--- config.mk ---
export PLATFORM = sky130hd
export DESIGN_NAME = mbs_front
export DESIGN_NICKNAME = d
export VERILOG_FILES = /design/src/hw/rtl/mbs_pkg.sv /design/src/hw/rtl/mbs_front.sv
export SDC_FILE = /design/constraint.sdc
export NUM_CORES = 1
export LEC_CHECK = 0
export BUFFER_PORTS_ARGS = -buffer_cell sky130_fd_sc_hd__buf_2
export CAP_MARGIN = 25
export CORE_AREA = 2 2 60 62
export DETAILED_ROUTE_END_ITERATION = 7
export DIE_AREA = 0 0 62 64
export PLACE_DENSITY_LB_ADDON = 0.25
export SYNTH_ARGS = -nofsm -noshare
export SYNTH_HDL_FRONTEND = slang
export SYNTH_SLANG_ARGS = --single-unit
--- constraint.sdc ---
create_clock -name vclk -period 1.73
set_input_delay 0.173 -clock vclk [all_inputs]
set_output_delay 0.173 -clock vclk [all_outputs]
set_load 0.05 [all_outputs]
--- src/hw/rtl/mbs_pkg.sv ---
// mbs_pkg: shared widths, codes and types of the masked brush stamp block
// used by every module under hw/rtl, no dependencies of its own
package mbs_pkg;

    // field widths of the input word
    localparam int OP_W       = 2;
    localparam int ORIGIN_W   = 10;
    localparam int VALUE_W    = 8;
    localparam int SLOT_FW    = 3;
    localparam int ROWIDX_W   = 3;
    localparam int ROWBITS_W  = 8;
    localparam int SIZE_W     = 4;
    localparam int COORD_W    = 6;

    // configuration register widths
    localparam int DIM_W      = 7;
    localparam int BCOUNT_W   = 4;

    // internal signed position width (origin plus offsets)
    localparam int POS_W      = 12;

    // apb port
    localparam int APB_AW     = 4;
    localparam int APB_DW     = 32;
    localparam int REG_IDX_W  = 2;

    // defaults for the top level parameters
    localparam int MAX_BRUSHES_DEF = 8;
    localparam int BRUSH_SIDE_DEF  = 8;
    localparam int IMAGE_SIDE_DEF  = 64;

    // command queue between front and back
    localparam int QUEUE_DEPTH = 2;
    localparam int QPTR_W      = 1;

    // reset values of the registers
    localparam logic [DIM_W-1:0]    IMAGE_WIDTH_RST  = 7'd64;
    localparam logic [DIM_W-1:0]    IMAGE_HEIGHT_RST = 7'd64;

    // operation codes
    localparam logic [OP_W-1:0] OP_STAMP = 2'd0;
    localparam logic [OP_W-1:0] OP_ROW   = 2'd1;
    localparam logic [OP_W-1:0] OP_MASK  = 2'd2;

    // register indexes
    localparam logic [REG_IDX_W-1:0] REG_IMAGE_WIDTH  = 2'd0;
    localparam logic [REG_IDX_W-1:0] REG_IMAGE_HEIGHT = 2'd1;
    localparam logic [REG_IDX_W-1:0] REG_MASK_ENABLE  = 2'd2;
    localparam logic [REG_IDX_W-1:0] REG_BRUSH_COUNT  = 2'd3;

    typedef enum logic [2:0] {
        CMD_STAMP,
        CMD_ROW,
        CMD_MASK,
        CMD_ACK,
        CMD_REJECT
    } cmd_kind_t;

    typedef enum logic {
        BK_IDLE,
        BK_WALK
    } back_state_t;

    typedef struct packed {
        logic [DIM_W-1:0]    image_width;
        logic [DIM_W-1:0]    image_height;
        logic                mask_enable;
        logic [BCOUNT_W-1:0] brush_count;
    } cfg_t;

    typedef struct packed {
        cmd_kind_t              kind;
        logic [SLOT_FW-1:0]     slot;
        logic [ORIGIN_W-1:0]    origin_x;
        logic [ORIGIN_W-1:0]    origin_y;
        logic [VALUE_W-1:0]     paint_value;
        logic [ROWIDX_W-1:0]    row_index;
        logic [ROWBITS_W-1:0]   row_bits;
        logic [SIZE_W-1:0]      slot_width;
        logic [SIZE_W-1:0]      slot_height;
        logic [COORD_W-1:0]     mask_col;
        logic [COORD_W-1:0]     mask_row;
        logic                   mask_value;
    } cmd_t;

    typedef struct packed {
        logic                 write_valid;
        logic [COORD_W-1:0]   write_x;
        logic [COORD_W-1:0]   write_y;
        logic [VALUE_W-1:0]   write_value;
        logic                 stamp_ok;
        logic                 last;
    } res_t;

endpackage

--- src/hw/rtl/mbs_front.sv ---
// mbs_front: accepts input words and classifies them into queue commands
// depends on mbs_pkg
module mbs_front #(
    parameter int MAX_BRUSHES = mbs_pkg::MAX_BRUSHES_DEF,
    parameter int BRUSH_SIDE  = mbs_pkg::BRUSH_SIDE_DEF,
    parameter int IMAGE_SIDE  = mbs_pkg::IMAGE_SIDE_DEF
) (
    input  logic                              s_valid,
    output logic                              s_ready,
    input  logic [mbs_pkg::OP_W-1:0]          s_operation,
    input  logic signed [mbs_pkg::ORIGIN_W-1:0] s_origin_x,
    input  logic signed [mbs_pkg::ORIGIN_W-1:0] s_origin_y,
    input  logic [mbs_pkg::VALUE_W-1:0]       s_paint_value,
    input  logic [mbs_pkg::SLOT_FW-1:0]       s_brush_slot,
    input  logic [mbs_pkg::ROWIDX_W-1:0]      s_row_index,
    input  logic [mbs_pkg::ROWBITS_W-1:0]     s_row_bits,
    input  logic [mbs_pkg::SIZE_W-1:0]        s_slot_width,
    input  logic [mbs_pkg::SIZE_W-1:0]        s_slot_height,
    input  logic [mbs_pkg::COORD_W-1:0]       s_mask_col,
    input  logic [mbs_pkg::COORD_W-1:0]       s_mask_row,
    input  logic                              s_mask_value,
    input  mbs_pkg::cfg_t                     cfg,
    input  logic                              q_full,
    output logic                              q_push,
    output mbs_pkg::cmd_t                     q_cmd
);
    import mbs_pkg::*;

    logic slot_ok;
    logic row_ok;
    logic mask_ok;

    assign s_ready = !q_full;
    assign q_push  = s_valid && !q_full;

    assign slot_ok = ({1'b0, s_brush_slot} < cfg.brush_count)
                     && (int'(s_brush_slot) < MAX_BRUSHES);
    assign row_ok  = (int'(s_brush_slot) < MAX_BRUSHES) && (int'(s_row_index) < BRUSH_SIDE);
    assign mask_ok = (int'(s_mask_col) < IMAGE_SIDE) && (int'(s_mask_row) < IMAGE_SIDE);

    always_comb begin
        q_cmd.slot        = s_brush_slot;
        q_cmd.origin_x    = s_origin_x;
        q_cmd.origin_y    = s_origin_y;
        q_cmd.paint_value = s_paint_value;
        q_cmd.row_index   = s_row_index;
        q_cmd.row_bits    = s_row_bits;
        // saturate brush size to the brush side
        q_cmd.slot_width  = (int'(s_slot_width) > BRUSH_SIDE) ? SIZE_W'(BRUSH_SIDE)
                                                              : s_slot_width;
        q_cmd.slot_height = (int'(s_slot_height) > BRUSH_SIDE) ? SIZE_W'(BRUSH_SIDE)
                                                               : s_slot_height;
        q_cmd.mask_col    = s_mask_col;
        q_cmd.mask_row    = s_mask_row;
        q_cmd.mask_value  = s_mask_value;
        case (s_operation)
            OP_STAMP: q_cmd.kind = slot_ok ? CMD_STAMP : CMD_REJECT;
            OP_ROW:   q_cmd.kind = row_ok  ? CMD_ROW   : CMD_ACK;
            OP_MASK:  q_cmd.kind = mask_ok ? CMD_MASK  : CMD_ACK;
            default:  q_cmd.kind = CMD_REJECT;
        endcase
    end

endmodule

==> results.json <==
{
  "postCtsResizedCells": 0,
  "nNetsFinal": 150,
  "drtAntennaViolNets": 0,
  "drt_wl_total_um": 835,
  "yosys-top-cells-area": "buf_4 (71%), ha_1 (11%), nor2b_1 (7.6%)",
  "placed_cell_area_um2": 390,
  "post_cts_buffers": 0,
  "hpwl_um": 769,
  "crit_path_max_fanout": 2,
  "yosysSeqAreaShare_pct": 0,
  "grt_pass1_vias": 290,
  "synthDistinctLibCells": 9,
  "netlist_top_cells_count": "buf_4 (55), nor2b_1 (7), ha_1 (5), inv_1 (5)",
  "worst_slack_ns": 0.347,
  "antenna_found_initial": 0,
  "slew_headroom_pct": 82.9,
  "synth_area_um2": 578,
  "switching_share_pct": 70.6,
  "layout.area.seq_um2": 0,
  "place_ws_ns": 0.340,
  "yosys.area.top_type_share_pct": 71.4,
  "clock_power_share_pct": 0,
  "first_iter_violations": 0,
  "coreArea_um2": 3280,
  "hold_buffers": 0,
  "yosysWarnings": 0,
  "max_freq_ghz": 0.723,
  "path_cells": "buf_2 -> ha_1 -> a21o_1 -> a31oi_1 -> o22ai_1 -> buf_2",
  "criticalPathCategory": "in2out",
  "final_cell_area_um2": 390,
  "synth_fp_nets": 170,
  "io_pins": 154,
  "end_kind": "primary output",
  "setup_tns_ns": 0,
  "p_int_mw": 0.0425,
  "drive_above_1_share_pct": 61.4,
  "crit_path_start_kind": "input port",
  "grt_max_degree": 5,
  "whs_ns": 0.346,
  "leakage_nw": 0.241,
  "drv_slew": 0,
  "tightest_slew_ns": 0.258,
  "yosysMostFrequentCell": "buf_4",
  "cp_common_cell": "buf_2",
  "firstDrtPassIters": 1,
  "nClkBuffers": 0,
  "io_buffers": 35,
  "finalSetupViolCount": 0,
  "vias": 324,
  "combinationalPowerShare_pct": 100.0,
  "synthCells": 79,
  "irDropWorstVdd_mv": 0.0706,
  "switching_power_mw": 0.102,
  "critPathMaxStageDelay_ns": 0.30,
  "cp_slowest_cell": "ha_1",
  "grt_setup_unrepaired": "no",
  "diodes": 0,
  "synth_top_area_cell": "buf_4",
  "die_width_um": 62,
  "hold_viol": 0,
  "drc": 0,
  "rows": 21,
  "cp.required_ns": 1.56,
  "fin_crit_ns": 1.38,
  "cap_violations": 0,
  "arrival_ns": 1.21,
  "globalplace.congestion": 0.699,
  "status": "completed",
  "grt_pass1_wl_mm": 1.17,
  "syn_to_final_growth_pct": -32.5,
  "viasPerCell": 3.15,
  "min_path_type": "in2out",
  "grt-ovfl-total": 0,
  "routedWlPerCell_um": 8.11,
  "power_frac_seq_pct": 0,
  "avgSynthCellArea_um2": 7.32,
  "grt.total_usage_pct": 3.60,
  "die_height_um": 64,
  "pwr_density_cell_nw_per_um2": 370,
  "fin_crit_sh_pct": 79.9,
  "initial_core_util_pct": 17.6,
  "dieArea_um2": 3970,
  "seq_cells": 0
}
==> cells in the final DEF, fill, tap and decap left out <==
cell,n
a21o_1,1
a31oi_1,1
buf_2,35
ha_1,5
inv_1,5
nand2b_1,2
nor2b_1,7
o22ai_1,1
==> power groups by stage <==
stage / clock (mW) / combinational, mW / sequential (mW)
global route: 0 / 0.154 / 0
finish: 0 / 0.145 / 0
floorplan: 0 / 0.431 / 0
CTS: 0 / 0.147 / 0
global placement: 0 / 0.145 / 0
detailed placement: 0 / 0.146 / 0
==> layout make-up <==
class | count | area, µm²
fill | 383 | 2890
timing repair buffer | 35 | 175
multi-input combinational | 17 | 139
tap | 46 | 57.6
inverter | 5 | 18.8
==> logic make-up (layout without fill, tap and decap cells) <==
logic type               after synthesis  in the layout  synth area share, %
AO/OA/AOI/OAI                          3              3                 3.47
adder cells (fa/ha/maj)                5              5                 10.8
buffers and inverters                 62             40                 76.0
AND/OR/NAND/NOR                        9              9                 9.74
==> path summary, 6_finish.rpt <==
path,startpoint,to,slack (ns),cells after the start
setup / recovery,s_brush_slot[2],q_cmd[65],0.35,6
hold / removal,s_mask_col[3],q_cmd[10],0.35,0
==> per-stage QoR <==
step	cells	utilization, %	power, mW
4_1_cts	103	11.9	0.147
3_3_place_gp	103	11.9	0.145
6_report	103	11.9	0.145
2_1_floorplan	79	-	0.431
5_1_grt	103	11.9	0.154
3_5_place_dp	103	11.9	0.146
==> routing by layer <==
| layer | part of all wire, % | global-route usage (%) |
|---|---|---|
| met2 | 52 | 5.60 |
| met4 | 10 | 5.32 |
| met3 | 14 | 1.42 |
| met5 | 0 | 0 |
| met1 | 24 | 2.54 |
==> worst max-delay path: cells and delay by family <==
kind / cells / cell delay, ns
adders and majority gates: 1 / 0.30
buffers and inverters: 2 / 0.33
AOI/OAI and AO/OA: 3 / 0.41
Power figures use the tool's default switching activity.
