### src/hw/rtl/mbs_pkg.sv
// mbs_pkg: shared widths, codes and types of the masked brush stamp block
// used by every module under hw/rtl, no dependencies of its own
package mbs_pkg;

    // field widths of the input word
    localparam int OP_W       = 2;
    localparam int ORIGIN_W   = 10;
    localparam int VALUE_W    = 8;
    localparam int SLOT_FW    = 3;
    localparam int ROWIDX_W   = 3;
    localparam int ROWBITS_W  = 8;
    localparam int SIZE_W     = 4;
    localparam int COORD_W    = 6;

    // configuration register widths
    localparam int DIM_W      = 7;
    localparam int BCOUNT_W   = 4;

    // internal signed position width (origin plus offsets)
    localparam int POS_W      = 12;

    // apb port
    localparam int APB_AW     = 4;
    localparam int APB_DW     = 32;
    localparam int REG_IDX_W  = 2;

    // defaults for the top level parameters
    localparam int MAX_BRUSHES_DEF = 8;
    localparam int BRUSH_SIDE_DEF  = 8;
    localparam int IMAGE_SIDE_DEF  = 64;

    // command queue between front and back
    localparam int QUEUE_DEPTH = 2;
    localparam int QPTR_W      = 1;

    // reset values of the registers
    localparam logic [DIM_W-1:0]    IMAGE_WIDTH_RST  = 7'd64;
    localparam logic [DIM_W-1:0]    IMAGE_HEIGHT_RST = 7'd64;

    // operation codes
    localparam logic [OP_W-1:0] OP_STAMP = 2'd0;
    localparam logic [OP_W-1:0] OP_ROW   = 2'd1;
    localparam logic [OP_W-1:0] OP_MASK  = 2'd2;

    // register indexes
    localparam logic [REG_IDX_W-1:0] REG_IMAGE_WIDTH  = 2'd0;
    localparam logic [REG_IDX_W-1:0] REG_IMAGE_HEIGHT = 2'd1;
    localparam logic [REG_IDX_W-1:0] REG_MASK_ENABLE  = 2'd2;
    localparam logic [REG_IDX_W-1:0] REG_BRUSH_COUNT  = 2'd3;

    typedef enum logic [2:0] {
        CMD_STAMP,
        CMD_ROW,
        CMD_MASK,
        CMD_ACK,
        CMD_REJECT
    } cmd_kind_t;

    typedef enum logic {
        BK_IDLE,
        BK_WALK
    } back_state_t;

    typedef struct packed {
        logic [DIM_W-1:0]    image_width;
        logic [DIM_W-1:0]    image_height;
        logic                mask_enable;
        logic [BCOUNT_W-1:0] brush_count;
    } cfg_t;

    typedef struct packed {
        cmd_kind_t              kind;
        logic [SLOT_FW-1:0]     slot;
        logic [ORIGIN_W-1:0]    origin_x;
        logic [ORIGIN_W-1:0]    origin_y;
        logic [VALUE_W-1:0]     paint_value;
        logic [ROWIDX_W-1:0]    row_index;
        logic [ROWBITS_W-1:0]   row_bits;
        logic [SIZE_W-1:0]      slot_width;
        logic [SIZE_W-1:0]      slot_height;
        logic [COORD_W-1:0]     mask_col;
        logic [COORD_W-1:0]     mask_row;
        logic                   mask_value;
    } cmd_t;

    typedef struct packed {
        logic                 write_valid;
        logic [COORD_W-1:0]   write_x;
        logic [COORD_W-1:0]   write_y;
        logic [VALUE_W-1:0]   write_value;
        logic                 stamp_ok;
        logic                 last;
    } res_t;

endpackage

### src/hw/rtl/mbs_queue.sv
// mbs_queue: short command queue between the front and the back
// depends on mbs_pkg
module mbs_queue (
    input  logic          aclk,
    input  logic          aresetn,
    input  logic          push,
    input  mbs_pkg::cmd_t push_cmd,
    output logic          full,
    input  logic          pop,
    output logic          not_empty,
    output mbs_pkg::cmd_t head_cmd
);
    import mbs_pkg::*;

    cmd_t              entries_reg [QUEUE_DEPTH];
    logic [QPTR_W-1:0] wr_ptr_reg;
    logic [QPTR_W-1:0] rd_ptr_reg;
    logic [QPTR_W:0]   count_reg;
    logic [QPTR_W:0]   count_next;

    assign full      = (count_reg == (QPTR_W+1)'(QUEUE_DEPTH));
    assign not_empty = (count_reg != '0);
    assign head_cmd  = entries_reg[rd_ptr_reg];

    always_comb begin
        count_next = count_reg;
        if (push && !pop) begin
            count_next = count_reg + (QPTR_W+1)'(1);
        end else if (pop && !push) begin
            count_next = count_reg - (QPTR_W+1)'(1);
        end
    end

    always_ff @(posedge aclk) begin
        if (!aresetn) begin
            wr_ptr_reg <= '0;
            rd_ptr_reg <= '0;
            count_reg  <= '0;
        end else begin
            if (push) begin
                wr_ptr_reg <= wr_ptr_reg + QPTR_W'(1);
            end
            if (pop) begin
                rd_ptr_reg <= rd_ptr_reg + QPTR_W'(1);
            end
            count_reg <= count_next;
        end
    end

    always_ff @(posedge aclk) begin
        if (push) begin
            entries_reg[wr_ptr_reg] <= push_cmd;
        end
    end

endmodule

### config.mk
export PLATFORM = sky130hd
export DESIGN_NAME = mbs_queue
export DESIGN_NICKNAME = d
export VERILOG_FILES = /design/src/hw/rtl/mbs_pkg.sv /design/src/hw/rtl/mbs_queue.sv
export SDC_FILE = /design/constraint.sdc
export NUM_CORES = 1
export LEC_CHECK = 0
export BUFFER_PORTS_ARGS = -buffer_cell sky130_fd_sc_hd__buf_2
export CORE_MARGIN = 5
export CORE_UTILIZATION = 52
export DETAILED_ROUTE_END_ITERATION = 12
export GPL_TIMING_DRIVEN = 0
export PLACE_DENSITY_LB_ADDON = 0.1
export SLEW_MARGIN = 20
export SYNTH_ARGS = -nofsm -noshare
export SYNTH_HDL_FRONTEND = slang
export SYNTH_SLANG_ARGS = --single-unit
export TNS_END_PERCENT = 50
### constraint.sdc
create_clock -name aclk -period 5.4 [get_ports aclk]
set_input_delay 0.27 -clock aclk [delete_from_list [all_inputs] [get_ports aclk]]
set_output_delay 0.27 -clock aclk [all_outputs]
set_load 0.01 [all_outputs]
==> flow_summary.json, run 1 <==
{
  "path_class": "register to output port",
  "clk_pin_slew_ps": 60,
  "pwr-share-seq_pct": 47.4,
  "fin_total_pwr_mw": 2.622,
  "cp.required_ps": 5130,
  "switching_share_pct": 21.89,
  "die_y_um": 108.0,
  "synth_nets": 298,
  "clockRootBuffer": "clkbuf_8",
  "max_clock_freq_mhz": 504.1,
  "finalSetupViolCount": 0,
  "clk_latency_ps": 500,
  "syn_area_um2": 4995,
  "diodes": 0,
  "pin_count": 138,
  "cts_tree": "done",
  "power.leakage_nw": 2.755,
  "place_area_um2": 5954,
  "overflow": 0,
  "final_cells": 595,
  "min_path_type": "input pin to register",
  "initial_core_util_pct": 53.80,
  "finClkSkew_ps": 5.824,
  "syn_inst": 227,
  "post_cts_resize_count": 0,
  "drv_cap": 0,
  "clock_sinks": 137,
  "die-area_um2": 11670,
  "power_frac_comb_pct": 11.3,
  "dr.first_iter.drc_count": 109,
  "rsz0062_at_grt": "false",
  "ys_types": 17,
  "die_w_um": 108.0,
  "rrSetupSlack_ps": 3990,
  "vias_per_cell": 4.766,
  "ys_seq_area_share_pct": 81.36,
  "dp_cells": 497,
  "place_ws_ps": 3883,
  "dpl.hpwl_mm": 5.890,
  "outcome": "finished clean",
  "place.port_buffers": 137,
  "regToRegStartpoint": "wr_ptr_reg",
  "antenna_found_initial": 0,
  "cpPeakStageDelay_ps": 360,
  "ys_ff_latch": 137,
  "grt_pass1_vias": 3136,
  "placeableCoreArea_um2": 9284,
  "finalHoldViolCount": 0,
  "fin_area_um2": 7182,
  "p_int_mw": 2.048,
  "maxSlewViolCount": 0,
  "cts_setup_buffers": 0,
  "via_count": 2836,
  "regArea_um2": 4064,
  "end_kind": "output port",
  "drive_gt1_share_pct": 53.00,
  "clockPowerShare_pct": 41.4,
  "htreeDepth": 4,
  "rows": 35,
  "tns_ps": 0,
  "reg2reg_to": "entries_reg[1][25]",
  "power_density_nw_per_um2": 365.1,
  "max_slew.worst_pin.slew_ps": 407.3,
  "crit_path_start_kind": "register",
  "crit_fanout": 10,
  "grt_max_degree": 44,
  "dr.pass1.iters": 4,
  "cts_made_buffers": 17,
  "ir_drop_mv": 0.2565,
  "reg2reg_depth": 2,
  "setup_ws_ps": 3416,
  "yosysWarnings": 0,
  "slew_headroom_pct": 72.79,
  "place_congestion": 0.6713,
  "avgSynthCellArea_um2": 22.00,
  "wire_per_inst_um": 16.21,
  "fillers": 591,
  "period_share_pct": 36.73,
  "remaining_drc_errors": 0,
  "area_growth_pct": 43.79,
  "arrival_ps": 1710,
  "postRouteAntennaNets": 0,
  "largest_reg_flops": 132,
  "multi_input_area_um2": 870.8,
  "clockBufferDepth": 2,
  "finalCoreUtilization_pct": 77.36,
  "grt_usage_pct": 17.33,
  "endpoint": "head_cmd[6]",
  "p_switching_mw": 0.5739,
  "wl_mm": 9.647,
  "worstPathCellList": "buf_6 > buf_6 > mux2_2 > buf_2",
  "grt_pass1_wl_mm": 15.03,
  "final.min_clock_period_ps": 1984,
  "nNetsFinal": 524,
  "hold_ws_ps": 40.45,
  "slowest_stage": "dfxtp_1",
  "timing.critical_path.mode_cell": "buf_6"
}
[critical path: cells and delay by family (launching register included)]
family	cells	cell delay, ps
DFF	1	360
buffers and inverters	3	500
muxes	1	350
[logic make-up after synthesis]
group / share of synthesized area [%]
compound gates: 0.4008
flops: 81.36
buf+inv: 1.403
simple gates: 1.177
fa+ha+maj: 0.2505
xor+xnor: 0.5261
mux: 14.88
[placed cells by master (no fill, tap or decap), drive strengths merged]
| master | n |
|---|---|
| buf | 148 |
| edfxtp | 132 |
| mux2 | 66 |
| dlygate4sd3 | 66 |
| clkbuf | 19 |
| dfxtp | 5 |
| clkinvlp | 5 |
| and2 | 4 |
| inv | 4 |
| clkinv | 3 |
| xor2 | 2 |
| bufinv | 2 |
| nor2b | 2 |
| or2 | 1 |
| and2b | 1 |
| xnor2 | 1 |
| o21a | 1 |
| o21ai | 1 |
| or3 | 1 |
| a21boi | 1 |
| ha | 1 |
[metal layers]
layer / up-vias / part of all wire (%) / global-route usage, %
met5: - / 0 / 0
met4: 0 / 1.2 / 5.861
met3: 10 / 6.5 / 6.627
met2: 92 / 54 / 31.39
met1: 1379 / 39 / 18.49
li1: 1355 / - / -
[power by group through the flow]
stage | Clock, mW | Combinational, mW | Sequential [mW]
6_report | 1.09 | 0.295 | 1.24
5_1_grt | 1.17 | 0.320 | 1.24
4_1_cts | 1.11 | 0.299 | 1.24
3_5_place_dp | 0 | 0.258 | 1.26
3_3_place_gp | 0 | 0.241 | 1.27
2_1_floorplan | 0 | 0.142 | 1.26
[worst min-delay path by stage]
stage | start | end | slack [ps] | cells after the start
after floorplan | push_cmd[0] | entries_reg[0][0] | 370 | 0
after detailed placement | push_cmd[57] | entries_reg[0][57] | 460 | 1
after global placement | push_cmd[55] | entries_reg[0][55] | 460 | 1
final | aresetn | wr_ptr_reg | 40 | 2
after global routing | aresetn | wr_ptr_reg | 10 | 2
after CTS | aresetn | wr_ptr_reg | 10 | 2
[Yosys cell counts (all sizes together)]
cell type	n	area, um^2
edfxtp	132	3964
mux2	66	743.2
buf	7	66.31
dfxtp	5	100.1
and2	4	25.02
nor2b	2	12.51
xor2	2	17.52
a21boi	1	7.510
and2b	1	8.760
ha	1	12.51
inv	1	3.750
o21a	1	7.510
o21ai	1	5.000
or2	1	6.260
or3	1	6.260
xnor2	1	8.760
[area by class of cell]
cell class | instances | area share (%)
clock buffer | 19 | 5.871
timing repair buffer | 207 | 20.17
multi-input combinational | 82 | 12.13
buffer | 7 | 0.9233
sequential | 137 | 56.59
clock inverter | 13 | 2.021
tap | 129 | 2.247
inverter | 1 | 0.05226
[repair_timing]
| action | 4_1_cts | 5_1_grt |
|---|---|---|
| hold endpoints to repair | 132 | 0 |
| hold buffers | 66 | 0 |
| setup endpoints to repair | 0 | 0 |
Power figures use the tool's default switching activity.
==> inputs of run 2 (changes only) <==
--- a/config.mk
+++ b/config.mk
@@ -7,7 +7,7 @@
 export LEC_CHECK = 0
 export BUFFER_PORTS_ARGS = -buffer_cell sky130_fd_sc_hd__buf_2
 export CORE_MARGIN = 5
-export CORE_UTILIZATION = 52
+export CORE_UTILIZATION = 47
 export DETAILED_ROUTE_END_ITERATION = 12
 export GPL_TIMING_DRIVEN = 0
 export PLACE_DENSITY_LB_ADDON = 0.1
==> constraint.sdc (replaced) <==
create_clock -name aclk -period 1.7 [get_ports aclk]
set_input_delay 0.085 -clock aclk [delete_from_list [all_inputs] [get_ports aclk]]
set_output_delay 0.085 -clock aclk [all_outputs]
set_load 0.01 [all_outputs]
==> run 2 against run 1 <==
Sequential share of layout area is 4.8 points lower. Largest cell class unchanged. Combinational power rose to 4.3 times the previous value. Via count grew 1.6%. Core utilization is 1.2 points lower. Power increased to 3.3 times the previous value. Critical endpoint is now head_cmd[29]. Die area increased by 9.6%. The flow now finishes with violations (setup timing). Clock power grew to 3.2 times the previous value. Hold slack better by 23 ps. Sequential power grew to 3.2 times the previous value. First-iteration DRC count is 15% lower. Routed wire length rose by 3.8%.
==> flow_summary.json, run 2 (same netlist as run 1, synthesis figures left out) <==
{
  "setup_ws_ps": -13.72,
  "nNetsFinal": 533,
  "drive_gt1_share_pct": 53.47,
  "slew_headroom_pct": 73.33,
  "via_count": 2881,
  "dpl.hpwl_mm": 5.935,
  "clockBufferDepth": 2,
  "drv_cap": 0,
  "cpPeakStageDelay_ps": 390,
  "max_slew.worst_pin.slew_ps": 400.1,
  "antenna_found_initial": 0,
  "rrSetupSlack_ps": 110,
  "end_kind": "output port",
  "die_y_um": 113.1,
  "power_density_nw_per_um2": 1106,
  "initial_core_util_pct": 48.38,
  "vias_per_cell": 4.715,
  "final.min_clock_period_ps": 1714,
  "clk_pin_slew_ps": 60,
  "violations": "setup timing",
  "min_path_type": "input pin to register",
  "final_cell_mix": "edfxtp_1 (132), buf_2 (91), dlygate4sd3_1 (69)",
  "clk_latency_ps": 510,
  "wl_mm": 10.01,
  "postRouteAntennaNets": 0,
  "rsz0062_at_grt": "true",
  "grt_pass1_vias": 3205,
  "path_class": "register to output port",
  "largest_reg_flops": 132,
  "arrival_ps": 1630,
  "ir_drop_mv": 0.7594,
  "clock_sinks": 137,
  "rows": 37,
  "placeableCoreArea_um2": 10320,
  "grt_usage_pct": 15.94,
  "wl_met1_mm": 3.977,
  "crit_path_start_kind": "register",
  "grt_max_degree": 42,
  "area_growth_pct": 57.41,
  "outcome": "finished with violations",
  "crit_fanout": 5,
  "cp.required_ps": 1620,
  "wire_per_inst_um": 16.38,
  "maxUsedRoutingLayer": "met4",
  "finClkSkew_ps": 3.302,
  "dr.pass1.iters": 4,
  "max_clock_freq_mhz": 583.5,
  "place_congestion": 0.6957,
  "worstPathCellList": "buf_12 > clkbuf_16 > mux2_4 > buf_6",
  "layout_commonest_cell": "edfxtp_1",
  "diodes": 0,
  "regToRegStartpoint": "wr_ptr_reg",
  "dr.first_iter.drc_count": 93,
  "grt_pass1_wl_mm": 15.55,
  "remaining_drc_errors": 0,
  "die_w_um": 113.1,
  "wl_met2_mm": 5.290,
  "wl_met3_um": 642,
  "cts_made_buffers": 17,
  "endpoint": "head_cmd[29]",
  "die-area_um2": 12790,
  "pin_count": 138,
  "power.leakage_nw": 3.130,
  "finalHoldViolCount": 0,
  "finalSetupViolCount": 17,
  "maxSlewViolCount": 0,
  "cts_tree": "done",
  "period_share_pct": 100.8,
  "overflow": 0,
  "reg2reg_depth": 4,
  "slowest_stage": "dfxtp_4",
  "place.port_buffers": 137,
  "finalCoreUtilization_pct": 76.16,
  "final_cells": 611,
  "dp_cells": 504,
  "clockRootBuffer": "clkbuf_8",
  "htreeDepth": 4,
  "reg2reg_to": "wr_ptr_reg"
}
[run 2: cell types whose count changed in the layout (fill, tap and decap cells not counted), moves of 3 or more]
cell	previous run	this run
clkinvlp_4	5	2
clkbuf_8	1	5
mux2_4	0	46
inv_6	3	0
clkbuf_16	16	19
clkinv_2	0	3
mux2_2	66	20
buf_12	1	5
buf_6	5	48
buf_2	139	91
dlygate4sd3_1	66	69
[run 2: stage by stage]
stage / TNS, ps / setup WS [ps] / hold slack (ps) / cell area, um^2 / power, mW
floorplan: -2159 / -32.71 / 183.9 / 5005 / 4.459
global placement: -65190 / -601.9 / 272.4 / 5861 / 4.782
detailed placement: 0 / 305.7 / 276.7 / 5964 / 4.836
CTS: -1647 / -72.90 / 31.54 / 7674 / 8.688
global route: -3706 / -82.99 / 41.97 / 7863 / 9.044
finish: -128.2 / -13.72 / 63.25 / 7863 / 8.693
[run 2: how the worst min path moves through the flow]
stage / from / endpoint / slack [ps] / depth (start not counted)
after floorplan: push_cmd[0] / entries_reg[0][0] / 180 / 0
after global placement: push_cmd[58] / entries_reg[0][58] / 270 / 1
after detailed placement: push_cmd[7] / entries_reg[1][7] / 280 / 1
after CTS: push / entries_reg[0][21] / 30 / 2
after global routing: push / entries_reg[0][18] / 40 / 2
final: push / entries_reg[0][21] / 60 / 2
[run 2: area by class of cell]
cell class / instances / area (um^2)
buffer: 7 / 110.1
clock buffer: 25 / 484.2
clock inverter: 7 / 90.09
fill: 624 / 2461
inverter: 1 / 3.754
multi-input combinational: 82 / 1044
sequential: 137 / 4069
tap: 136 / 170.2
timing repair buffer: 216 / 1892
[run 2: power breakdown]
group / total, mW / internal (mW) / leakage (nW) / switching, mW
Sequential: 3.95 / 3.90 / 1.28 / 0.0514
Clock: 3.47 / 2.23 / 0.278 / 1.23
Combinational: 1.27 / 0.781 / 1.57 / 0.491
Total: 8.69 / 6.92 / 3.13 / 1.78
[run 2: what timing repair did]
action / in CTS / in global routing
gates cloned: 1 / 3
hold endpoints to repair: 137 / 0
setup endpoints to repair: 60 / 63
setup buffers: 2 / 0
hold buffers: 69 / 0
gates resized for setup: 84 / 31
[run 2: layer usage]
layer,vias to the layer above,track usage (%)
met5,-,0
met4,0,6.250
met3,13,5.508
met2,94,28.04
met1,1401,17.75
li1,1373,-
[run 2: worst max-delay path: cells and delay by family (launching register included)]
family | cells | cell delay, ps
buf+inv | 3 | 420
flops | 1 | 390
mux | 1 | 310
==> inputs of run 3 (changes only) <==
--- a/config.mk
+++ b/config.mk
@@ -10,6 +10,7 @@
 export CORE_UTILIZATION = 47
 export DETAILED_ROUTE_END_ITERATION = 12
 export GPL_TIMING_DRIVEN = 0
+export MAX_ROUTING_LAYER = met4
 export PLACE_DENSITY_LB_ADDON = 0.1
 export SLEW_MARGIN = 20
 export SYNTH_ARGS = -nofsm -noshare
==> run 3 against run 2 <==
The run still ends with setup timing left. Largest cell class unchanged. Register-to-register slack about the same. Clock power is essentially flat. Cell area did not move. Non-clock buffer count unchanged. Combinational power about the same. First-iteration DRC count increased by 4.3%. Power about the same.
==> flow_summary.json, run 3 (same netlist as run 1, synthesis figures left out) <==
{
  "reg2reg_depth": 4,
  "fillers": 624,
  "nNetsFinal": 533,
  "grt_busiest_layer": "met2",
  "end_kind": "output port",
  "grt_pass1_vias": 3221,
  "clk_pin_slew_ps": 60,
  "outcome": "finished with violations",
  "antenna_found_initial": 0,
  "wire_per_inst_um": 16.39,
  "power.leakage_nw": 3.130,
  "regToRegStartpoint": "wr_ptr_reg",
  "cts_tree": "done",
  "place_ws_ps": 305.7,
  "cp.required_ps": 1620,
  "die-area_um2": 12790,
  "diodes": 0,
  "dr.pass1.iters": 4,
  "grt_pass1_wl_mm": 15.53,
  "clockBufferDepth": 2,
  "tns_ps": -149.8,
  "finalHoldViolCount": 0,
  "placeableCoreArea_um2": 10320,
  "clockRootBuffer": "clkbuf_8",
  "grt_usage_pct": 16.42,
  "finalSetupViolCount": 18,
  "via_count": 2869,
  "drv_cap": 0,
  "area_growth_pct": 57.41,
  "largest_reg_flops": 132,
  "switching_share_pct": 20.49,
  "clockPowerShare_pct": 39.9,
  "place.port_buffers": 137,
  "vias_per_cell": 4.696,
  "use_met2_pct": 28.16,
  "place_area_um2": 5964,
  "p_switching_mw": 1.782,
  "drive_gt1_share_pct": 53.47,
  "overflow": 0,
  "gr-usage-met1_pct": 17.93,
  "path_class": "register to output port",
  "dpl.hpwl_mm": 5.935,
  "die_w_um": 113.1,
  "power_frac_comb_pct": 14.6,
  "violations": "setup timing",
  "endpoint": "head_cmd[29]",
  "min_path_type": "input pin to register",
  "grtUsageMet3_pct": 5.080,
  "max_slew.worst_pin.slew_ps": 401.6,
  "period_share_pct": 101.0,
  "grt_max_degree": 42,
  "initial_core_util_pct": 48.38,
  "finClkSkew_ps": 3.683,
  "max_clock_freq_mhz": 582.6,
  "die_y_um": 113.1,
  "fin_area_um2": 7863,
  "crit_path_start_kind": "register",
  "dr.first_iter.drc_count": 97,
  "power_density_nw_per_um2": 1106,
  "final_cell_mix": "edfxtp_1 (132), buf_2 (91), dlygate4sd3_1 (69)",
  "setup_ws_ps": -16.47,
  "cts_made_buffers": 17,
  "htreeDepth": 4,
  "finalCoreUtilization_pct": 76.16,
  "rrSetupSlack_ps": 110,
  "slew_headroom_pct": 73.23,
  "p_int_mw": 6.917,
  "crit_fanout": 5,
  "ir_drop_mv": 0.7675,
  "rsz0062_at_grt": "true",
  "clk_latency_ps": 510,
  "final.min_clock_period_ps": 1716,
  "layout_commonest_cell": "edfxtp_1",
  "reg2reg_to": "wr_ptr_reg",
  "postRouteAntennaNets": 0,
  "pwr-share-seq_pct": 45.5,
  "arrival_ps": 1630,
  "place_congestion": 0.7032,
  "wl_mm": 10.01,
  "clock_sinks": 137,
  "remaining_drc_errors": 0,
  "pin_count": 138,
  "rows": 37,
  "maxSlewViolCount": 0
}
-- run 3: repair_timing --
action	4_1_cts	5_1_grt
endpoints found under the hold margin	137	0
endpoints found under the setup margin	60	64
hold buffers	69	0
cloned	1	3
resized for setup	84	31
setup buffers	2	0
-- run 3: stage by stage --
step / instances / hold WS [ps] / total power, mW
2_1_floorplan: 227 / 183.9 / 4.459
5_1_grt: 611 / 39.90 / 9.046
3_3_place_gp: 500 / 272.4 / 4.782
3_5_place_dp: 504 / 276.7 / 4.836
6_report: 611 / 68.00 / 8.699
4_1_cts: 608 / 31.54 / 8.688
-- run 3: worst min path at each step --
| stage | depth (start not counted) | slack [ps] | endpoint | from |
|---|---|---|---|---|
| CTS | 2 | 30 | entries_reg[0][21] | push |
| global route | 2 | 40 | entries_reg[0][18] | push |
| floorplan | 0 | 180 | entries_reg[0][0] | push_cmd[0] |
| global placement | 1 | 270 | entries_reg[0][58] | push_cmd[58] |
| detailed placement | 1 | 280 | entries_reg[1][7] | push_cmd[7] |
| finish | 2 | 70 | entries_reg[0][21] | push |
-- run 3: power by group through the flow --
stage,Combinational [mW],Sequential [mW],Clock [mW]
2_1_floorplan,0.455,4.00,0
3_3_place_gp,0.771,4.01,0
3_5_place_dp,0.822,4.01,0
4_1_cts,1.18,3.95,3.55
5_1_grt,1.35,3.97,3.72
6_report,1.27,3.95,3.47
-- run 3: cell type report --
type                            instances  area, um^2  share of cell area, %
Clock buffer                           25       484.2                  6.158
Inverter                                1       3.754                0.04774
Timing Repair Buffer                  216        1892                  24.06
Buffer                                  7       110.1                  1.400
Clock inverter                          7       90.09                  1.146
Sequential cell                       137        4069                  51.75
Tap cell                              136       170.2                  2.164
Multi-Input combinational cell         82        1044                  13.27
-- run 3: routing by layer --
layer | up-vias | routed length (um)
met4 | 0 | 88
met1 | 1385 | 4075
met2 | 97 | 5245
met3 | 12 | 602
met5 | - | 0
li1 | 1375 | -
-- run 3: worst max-delay path: stages (launching register included) --
cell and delay, ps:
dfxtp_4 390, buf_12 150, clkbuf_16 150, mux2_4 310, buf_6 120
